<file path="config.mk">
export PLATFORM = sky130hd
export DESIGN_NAME = yuv420_block_to_rgb_flat
export DESIGN_NICKNAME = d
export VERILOG_FILES = /design/src/yrgb_pkg.sv /design/src/yrgb_blk_if.sv /design/src/yrgb_rgb_if.sv /design/src/yuv420_block_to_rgb.sv /design/src/yrgb_pixel.sv /design/src/flat_wrapper.sv
export SDC_FILE = /design/constraint.sdc
export NUM_CORES = 2
export LEC_CHECK = 0
export ABC_AREA = 0
export BUFFER_PORTS_ARGS = -buffer_cell sky130_fd_sc_hd__clkbuf_2
export CAP_MARGIN = 20
export CORE_MARGIN = 3
export CORE_UTILIZATION = 29
export DETAILED_ROUTE_END_ITERATION = 10
export PLACE_DENSITY = 0.51
export SETUP_SLACK_MARGIN = 0.1
export SYNTH_ARGS = -nofsm -noshare
export SYNTH_HDL_FRONTEND = slang
export SYNTH_SLANG_ARGS = --single-unit
</file>
<file path="constraint.sdc">
create_clock -name clk_i -period 9.77 [get_ports clk_i]
set_clock_uncertainty 0.2 [all_clocks]
set_input_delay 2.931 -clock clk_i [delete_from_list [all_inputs] [get_ports clk_i]]
set_output_delay 2.931 -clock clk_i [all_outputs]
set_load 0.02 [all_outputs]
</file>
<file path="src/yrgb_pkg.sv">
`default_nettype none

package yrgb_pkg;

  // Fraction bits of the 16.16 coefficients.
  localparam int unsigned FracBits = 16;

  // Product and sum widths. The largest product magnitude is below 2^25.
  // The largest sum magnitude is below 2^26.
  localparam int unsigned ProdW = 26;
  localparam int unsigned SumW  = 28;

  localparam int CoefLuma = 76309;
  localparam int CoefRv   = 104597;
  localparam int CoefGu   = 25675;
  localparam int CoefGv   = 53279;
  localparam int CoefBu   = 132201;

  localparam logic signed [8:0] LumaOfs   = 9'sd16;
  localparam logic signed [8:0] ChromaOfs = 9'sd128;

  typedef logic signed [8:0]       ofs_t;
  typedef logic signed [ProdW-1:0] prod_t;
  typedef logic signed [SumW-1:0]  sum_t;

  typedef struct packed {
    logic [7:0] luma_top_left;
    logic [7:0] luma_top_right;
    logic [7:0] luma_bottom_left;
    logic [7:0] luma_bottom_right;
    logic [7:0] chroma_blue;
    logic [7:0] chroma_red;
  } blk_t;

  typedef struct packed {
    logic [7:0] red_top_left;
    logic [7:0] green_top_left;
    logic [7:0] blue_top_left;
    logic [7:0] red_top_right;
    logic [7:0] green_top_right;
    logic [7:0] blue_top_right;
    logic [7:0] red_bottom_left;
    logic [7:0] green_bottom_left;
    logic [7:0] blue_bottom_left;
    logic [7:0] red_bottom_right;
    logic [7:0] green_bottom_right;
    logic [7:0] blue_bottom_right;
  } rgb_t;

  // One converted pixel.
  typedef struct packed {
    logic [7:0] red;
    logic [7:0] green;
    logic [7:0] blue;
  } pix_t;

  // Chroma terms shared by all four pixels of a block.
  typedef struct packed {
    prod_t rc;
    prod_t gc;
    prod_t bc;
  } chroma_t;

  // Removes the offset from a byte.
  function automatic ofs_t remove_ofs(logic [7:0] val, ofs_t ofs);
    return $signed({1'b0, val}) - ofs;
  endfunction

endpackage

`default_nettype wire

</file>
<file path="src/yrgb_blk_if.sv">
`default_nettype none

interface yrgb_blk_if;
  import yrgb_pkg::*;

  logic valid;
  logic ready;
  blk_t data;

  modport source (output valid, output data, input ready);
  modport sink (input valid, input data, output ready);
endinterface

`default_nettype wire

</file>
<file path="src/yrgb_rgb_if.sv">
`default_nettype none

interface yrgb_rgb_if;
  import yrgb_pkg::*;

  logic valid;
  logic ready;
  rgb_t data;

  modport source (output valid, output data, input ready);
  modport sink (input valid, input data, output ready);
endinterface

`default_nettype wire

</file>
<file path="src/yuv420_block_to_rgb.sv">
`default_nettype none

// Converts one 2x2 block of a 4:2:0 image (four luma bytes and the shared u
// and v bytes) into four RGB pixels. It uses the BT.601 studio-range equations
// with 16.16 fixed-point coefficients. Each component is floored and saturated
// to 0..255. The block holds no state beyond its pipeline and has no
// configuration. It takes one block per clock cycle while the output is not
// stalled. The three register stages are the constant multiplies, the green
// chroma sum, and the per-pixel sums with saturation into the output register.
// Every stage holds its own valid bit. A stage advances whenever the stage after
// it is empty or is moving on, so a stall on the output side fills the bubbles
// first and then holds the data. No block is lost or repeated. Input ready
// depends combinationally on output ready through this chain.
module yuv420_block_to_rgb
  import yrgb_pkg::*;
(
  input  wire  clk_i,
  input  wire  rst_ni,
  yrgb_blk_if.sink   blk_i,
  yrgb_rgb_if.source rgb_o
);

  localparam int unsigned NumPix = 4;

  // Stage ready chain: a stage can load when it is empty or draining.
  logic s1_ready;
  logic s2_ready;
  logic s3_ready;
  logic blk_xfer;

  logic s1_valid_q;
  logic s2_valid_q;
  logic s3_valid_q;

  assign s3_ready    = !s3_valid_q || rgb_o.ready;
  assign s2_ready    = !s2_valid_q || s3_ready;
  assign s1_ready    = !s1_valid_q || s2_ready;
  assign blk_i.ready = s1_ready;
  assign blk_xfer    = blk_i.valid && s1_ready;

  always_ff @(posedge clk_i or negedge rst_ni) begin
    if (!rst_ni) begin
      s1_valid_q <= 1'b0;
      s2_valid_q <= 1'b0;
      s3_valid_q <= 1'b0;
    end else begin
      if (s1_ready) begin
        s1_valid_q <= blk_i.valid;
      end
      if (s2_ready) begin
        s2_valid_q <= s1_valid_q;
      end
      if (s3_ready) begin
        s3_valid_q <= s2_valid_q;
      end
    end
  end

  // Stage 1: remove the offsets and multiply by the constant coefficients.
  // The luma term depends on the pixel, and the chroma terms are shared.
  logic [7:0] luma [NumPix];
  ofs_t       u_ofs;
  ofs_t       v_ofs;

  prod_t s1_luma_d [NumPix];
  prod_t s1_luma_q [NumPix];
  prod_t s1_rc_d, s1_gu_d, s1_gv_d, s1_bc_d;
  prod_t s1_rc_q, s1_gu_q, s1_gv_q, s1_bc_q;

  assign luma[0] = blk_i.data.luma_top_left;
  assign luma[1] = blk_i.data.luma_top_right;
  assign luma[2] = blk_i.data.luma_bottom_left;
  assign luma[3] = blk_i.data.luma_bottom_right;

  assign u_ofs = remove_ofs(blk_i.data.chroma_blue, ChromaOfs);
  assign v_ofs = remove_ofs(blk_i.data.chroma_red, ChromaOfs);

  always_comb begin
    for (int i = 0; i < NumPix; i++) begin
      s1_luma_d[i] = prod_t'(remove_ofs(luma[i], LumaOfs) * CoefLuma);
    end
    s1_rc_d = prod_t'(v_ofs * CoefRv);
    s1_gu_d = prod_t'(u_ofs * CoefGu);
    s1_gv_d = prod_t'(v_ofs * CoefGv);
    s1_bc_d = prod_t'(u_ofs * CoefBu);
  end

  always_ff @(posedge clk_i) begin
    if (blk_xfer) begin
      s1_luma_q <= s1_luma_d;
      s1_rc_q   <= s1_rc_d;
      s1_gu_q   <= s1_gu_d;
      s1_gv_q   <= s1_gv_d;
      s1_bc_q   <= s1_bc_d;
    end
  end

  // Stage 2: fold the two green chroma products into one term.
  prod_t   s2_luma_q [NumPix];
  chroma_t s2_chroma_d;
  chroma_t s2_chroma_q;

  assign s2_chroma_d.rc = s1_rc_q;
  assign s2_chroma_d.gc = s1_gu_q + s1_gv_q;
  assign s2_chroma_d.bc = s1_bc_q;

  always_ff @(posedge clk_i) begin
    if (s1_valid_q && s2_ready) begin
      s2_luma_q   <= s1_luma_q;
      s2_chroma_q <= s2_chroma_d;
    end
  end

  // Stage 3: per-pixel sums and saturation, registered at the output.
  pix_t pix [NumPix];
  rgb_t rgb_d;
  rgb_t rgb_q;

  for (genvar p = 0; p < NumPix; p++) begin : g_pix
    yrgb_pixel u_pixel (
      .luma_term_i (s2_luma_q[p]),
      .chroma_i    (s2_chroma_q),
      .pix_o       (pix[p])
    );
  end

  always_comb begin
    rgb_d.red_top_left       = pix[0].red;
    rgb_d.green_top_left     = pix[0].green;
    rgb_d.blue_top_left      = pix[0].blue;
    rgb_d.red_top_right      = pix[1].red;
    rgb_d.green_top_right    = pix[1].green;
    rgb_d.blue_top_right     = pix[1].blue;
    rgb_d.red_bottom_left    = pix[2].red;
    rgb_d.green_bottom_left  = pix[2].green;
    rgb_d.blue_bottom_left   = pix[2].blue;
    rgb_d.red_bottom_right   = pix[3].red;
    rgb_d.green_bottom_right = pix[3].green;
    rgb_d.blue_bottom_right  = pix[3].blue;
  end

  always_ff @(posedge clk_i) begin
    if (s2_valid_q && s3_ready) begin
      rgb_q <= rgb_d;
    end
  end

  assign rgb_o.valid = s3_valid_q;
  assign rgb_o.data  = rgb_q;

  // An accepted block always occupies the first stage on the next cycle.
  a_blk_enters: assert property (@(posedge clk_i) disable iff (!rst_ni)
    blk_xfer |=> s1_valid_q)
    else $error("accepted block did not reach stage 1");

  // A full middle stage that cannot move on keeps its valid bit and its data.
  a_s2_holds: assert property (@(posedge clk_i) disable iff (!rst_ni)
    (s2_valid_q && !s3_ready) |=> (s2_valid_q && $stable(s2_chroma_q)))
    else $error("stalled stage 2 lost or changed its data");

  // A block that leaves stage 1 arrives in stage 2.
  a_s1_moves: assert property (@(posedge clk_i) disable iff (!rst_ni)
    (s1_valid_q && s2_ready) |=> s2_valid_q)
    else $error("stage 1 block dropped");

  // With the whole pipe full and the output stalled, the input is refused.
  a_full_stall: assert property (@(posedge clk_i) disable iff (!rst_ni)
    (s1_valid_q && s2_valid_q && s3_valid_q && !rgb_o.ready) |-> !blk_i.ready)
    else $error("input taken while pipeline full and stalled");

endmodule

`default_nettype wire

</file>
<file path="src/yrgb_pixel.sv">
`default_nettype none

module yrgb_pixel
  import yrgb_pkg::*;
(
  input  prod_t   luma_term_i,
  input  chroma_t chroma_i,
  output pix_t    pix_o
);

  sum_t red_sum;
  sum_t green_sum;
  sum_t blue_sum;

  // The floor of sum / 2^16 is the arithmetic shift. A negative sum gives 0,
  // and any quotient above 255 gives 255.
  function automatic logic [7:0] sat8(sum_t s);
    logic [7:0] res;
    if (s[SumW-1]) begin
      res = 8'd0;
    end else if (|s[SumW-2:FracBits+8]) begin
      res = 8'hff;
    end else begin
      res = s[FracBits+7:FracBits];
    end
    return res;
  endfunction

  assign red_sum   = sum_t'(luma_term_i) + sum_t'(chroma_i.rc);
  assign green_sum = sum_t'(luma_term_i) - sum_t'(chroma_i.gc);
  assign blue_sum  = sum_t'(luma_term_i) + sum_t'(chroma_i.bc);

  assign pix_o.red   = sat8(red_sum);
  assign pix_o.green = sat8(green_sum);
  assign pix_o.blue  = sat8(blue_sum);

endmodule

`default_nettype wire
</file>
<file path="src/flat_wrapper.sv">
// flat-port wrapper written by rule: the top's interface ports become plain ports
module yuv420_block_to_rgb_flat import yrgb_pkg::*;
  (clk_i, rst_ni, blk_i_valid, blk_i_data, blk_i_ready, rgb_o_valid, rgb_o_data, rgb_o_ready);
  yrgb_blk_if blk_i_i ();
  yrgb_rgb_if rgb_o_i ();
  input  wire clk_i;
  input  wire rst_ni;
  input wire logic [$bits(blk_i_i.valid)-1:0] blk_i_valid;
  input wire logic [$bits(blk_i_i.data)-1:0] blk_i_data;
  output wire logic [$bits(blk_i_i.ready)-1:0] blk_i_ready;
  output wire logic [$bits(rgb_o_i.valid)-1:0] rgb_o_valid;
  output wire logic [$bits(rgb_o_i.data)-1:0] rgb_o_data;
  input wire logic [$bits(rgb_o_i.ready)-1:0] rgb_o_ready;
  assign blk_i_i.valid = blk_i_valid;
  assign blk_i_i.data = blk_i_data;
  assign blk_i_ready = blk_i_i.ready;
  assign rgb_o_valid = rgb_o_i.valid;
  assign rgb_o_data = rgb_o_i.data;
  assign rgb_o_i.ready = rgb_o_ready;
  yuv420_block_to_rgb u_core (.clk_i(clk_i), .rst_ni(rst_ni), .blk_i(blk_i_i), .rgb_o(rgb_o_i));
endmodule
</file>
==> flow_summary_export.csv <==
group,metric,value,unit
power,p_per_area,273,nW/um^2
yosys,syn_area,41800,sq um
final_layout,final_area,46800,sq um
min_path,hold_class,"reg -> reg",
clock_tree,post_cts_resized,0,
final_layout,fillers,14400,
run,drv_cap,0,
clock_tree,clock-sinks,486,
place,place_congestion,0.880,
floorplanning,pin_count,150,
setup_path,start_kind,"input pin",
sta,final-setup-viol-count,0,
yosys,avgSynthCellArea,11.4,sq um
setup_path,cp_data_arrival_time,8320,ps
floorplanning,start_util,0.294,
yosys,synth_mux_area_frac,0.00216,
setup_path,cp.required,9910,ps
sta,hold_violations,0,
yosys,synth.area.top_cells,"edfxtp_1 (35%), ha_1 (28%), fa_1 (8.2%)",
sta,fin_crit,8180,ps
routing,antenna_left,0,
final_layout,layout_common_cells,"ha_1 (935), edfxtp_1 (483), inv_1 (404)",
final_layout,drive_gt1_frac,0.0793,
place,pre_cts_ws,1040,ps
sta,max_slew_margin,0.317,
yosys,netlist_instances,3679,
setup_path,crit_fanout,6,
global_routing,grt_max_degree,102,
setup_path,cp_common_cell,"ha_1",
sta,fin_ws,1590,ps
sta,fin_tns_setup,0,ps
final_layout,seqCellArea,14600,sq um
sta,drv_slew,0,
routing,drt-pass1-iter-count,5,
final_layout,finalNetCount,5048,
final_layout,multi_input_area,25700,sq um
clock_tree,clk_pin_slew,60,ps
clock_tree,cts_buffer_depth,3,
clock_tree,cts_hold_buf,0,
yosys,synth_cell_types,86,
yosys,synth_top_family_by_area,"adder cells",
yosys,ys_warn_count,0,
clock_tree,cts-htree-levels,2,
routing,drc,0,
setup_path,critPathSlowestCell,"a2111oi_0",
yosys,synth_top_area_frac,0.347,
clock_tree,cts_tree,"done",
sta,fmax,122,MHz
setup_path,crit_path_end,"u_core.s1_luma_q[100]$_DFFE_PP_",
floorplanning,die_h,386,microns
setup_path,path_cells,"clkbuf_2 -> inv_1 -> ha_1 -> inv_1 -> ha_1 -> ha_1 -> ha_1 -> inv_1 -> fa_1 -> inv_1 -> ha_1 -> ha_1 -> fa_1 -> a21o_1 -> a21oi_1 -> o21ai_0 -> a2111oi_0 -> nor3_1 -> o311ai_1 -> nand2b_1 -> a21o_1 -> a21oi_1 -> xnor2_1",
setup_path,critPathMaxStageDelay,690,ps
final_layout,syn2layout_area_growth,12.2,%
clock_tree,clock-root-buffer,"clkbuf_16",
routing,wl_per_cell,18.7,microns
yosys,synth_enable_flop_cells,483,
global_routing,gr-usage-all-layers,0.147,
floorplanning,die_x,386,microns
yosys,postSynth.asyncResetShare,0.00617,
global_routing,grt_pass1_vias,28000,
clock_tree,insertion_delay,610,ps
final_layout,layout_commonest_cell,"ha_1",
yosys,syn_nets,4837,
yosys,synth-adder-area-share,0.362,
yosys,yosys.area_share.simple,0.0785,
yosys,ys.flop_type,"edfxtp_1",
yosys,yosysSeqAreaShare,0.349,
yosys,yosys_register_bits,486,
run_status,status,"finished clean",
place,portBuffers,149,
clock_tree,cts_setup_buffers,0,
yosys,synth_xor_area_frac,0.0507,
setup_path,rr_endpoint,"u_core.rgb_o.data[19]$_SDFFCE_PP0P_",
routing,via_per_inst,4.78,
routing,drtIter0Drc,1540,
sta,finalCritPeriodShare,0.837,
power,power,12.8,mW
floorplanning,coreArea,142000,sq um
power,p_leak,21.6,nW
floorplanning,core.rowCount,138,
setup_path,timing.rr.start,"u_core.s2_luma_q[13]$_DFFE_PP_",
setup_path,endpoint_kind,"register",
routing,vias,27800,
floorplanning,dieArea,149000,sq um
setup_path,reg2reg_slack,5380,ps
global_routing,grt_pass1_wl,167000,microns
place,dp.final_hpwl,90900,microns
yosys,synth_compound_area_frac,0.121,
setup_path,startpoint,"blk_i_data[44]",
sta,rsz0062_at_grt,"no",
routing,totalWireLength,109000,microns
power,ir_drop,0.145,mV
setup_path,reg2reg_depth,11,
global_routing,grt_antenna_before_repair,13,
setup_path,crit_type,"in -> reg",
sta,tightestPinTransition,1020,ps
global_routing,grt-ovfl-total,0,
place,dpl-instance-area,45000,sq um
clock_tree,cts_buffers,54,
yosys,synth_top_area_cell,"edfxtp_1",
==> final cells by class <==
cell class / instances / share of cell area
multi-input cells: 2785 / 0.548
flip-flops and latches: 486 / 0.311
well taps: 1890 / 0.0505
inverters: 405 / 0.0325
clock buffers: 61 / 0.0308
repair buffers: 158 / 0.0176
clock inverters: 41 / 0.00940
diodes: 3 / 0.000160
==> critical path, delay by kind of cell <==
kind | cells | cell delay, ps
compound gates | 7 | 1900
xor+xnor | 1 | 90
fa+ha+maj | 8 | 2480
buf+inv | 5 | 540
simple gates | 2 | 370
==> flip-flops by register name (all words and copies together), names as in the netlist <==
register            count
u_core.s1_bc_q         26
u_core.s2_valid_q       1
u_core.s2_chroma_q     78
u_core.s1_rc_q         25
u_core.s1_luma_q      104
u_core.s2_luma_q      104
u_core.rgb_o.valid      1
u_core.s1_gu_q         24
u_core.rgb_o.data      96
u_core.s1_valid_q       1
u_core.s1_gv_q         26
==> power breakdown <==
part           total (mW)  leakage (nW)  internal (mW)  switching [mW]
combinational        6.84          16.0           2.76            4.08
sequential           3.83          4.69           3.33           0.503
clock                2.13         0.905           1.24           0.891
==> stage by stage <==
stage                     utilization  cells  hold slack (ps)
after floorplan                     -   3679              200
after global placement          0.316   5724              202
after detailed placement        0.316   5724              205
after CTS                       0.329   5826              215
after global routing            0.329   5827              223
final                           0.329   5829              212
==> logic make-up (layout without fill, tap and decap cells) <==
| logic type | after synthesis | in the layout |
|---|---|---|
| adder cells (fa/ha/maj) | 1106 | 1106 |
| AO/OA/AOI/OAI | 756 | 756 |
| AND/OR/NAND/NOR | 673 | 673 |
| flip-flops | 486 | 486 |
| buffers and inverters | 408 | 665 |
| XOR/XNOR | 242 | 242 |
| multiplexers | 8 | 8 |
| other | 0 | 3 |
==> synthesized netlist by cell type (6+ instances only) <==
master,n
nor2_1,195
and4_1,7
a221oi_1,6
o41ai_1,6
xor2_1,83
o21bai_1,25
o31ai_1,12
fa_1,171
nand2_1,131
or2_2,17
nand3_1,64
edfxtp_1,483
xnor2_1,159
o211ai_1,21
a31oi_1,28
or3_1,17
and3_1,23
a31o_2,13
nor2b_1,44
a21boi_0,9
o31a_1,6
and2_1,15
a211o_1,8
nand2b_1,41
nor3_1,73
nand4_1,23
a211oi_1,31
a21oi_1,222
o21a_1,68
o41a_1,7
inv_1,404
a21o_1,100
o21ai_0,123
ha_1,935
==> layer usage <==
| metal | routed length [microns] | global-route usage |
|---|---|---|
| met1 | 52000 | 0.201 |
| met2 | 48300 | 0.236 |
| met3 | 4530 | 0.0204 |
| met4 | 4230 | 0.0542 |
| met5 | 35 | 0 |
==> worst min-delay path by stage <==
| stage | startpoint | end | slack (ps) | depth (start not counted) |
|---|---|---|---|---|
| finish | u_core.s1_luma_q[44]$_DFFE_PP_ | u_core.s2_luma_q[44]$_DFFE_PP_ | 210 | 0 |
| global route | u_core.s1_rc_q[4]$_DFFE_PP_ | u_core.s2_chroma_q[56]$_DFFE_PP_ | 220 | 0 |
| CTS | u_core.s1_luma_q[59]$_DFFE_PP_ | u_core.s2_luma_q[59]$_DFFE_PP_ | 210 | 0 |
| detailed placement | u_core.s1_rc_q[7]$_DFFE_PP_ | u_core.s2_chroma_q[59]$_DFFE_PP_ | 200 | 0 |
| global placement | u_core.s1_luma_q[3]$_DFFE_PP_ | u_core.s2_luma_q[3]$_DFFE_PP_ | 200 | 0 |
| floorplan | u_core.s1_bc_q[10]$_DFFE_PP_ | u_core.s2_chroma_q[10]$_DFFE_PP_ | 200 | 0 |
Note: power is estimated with default switching activity, not from simulation.
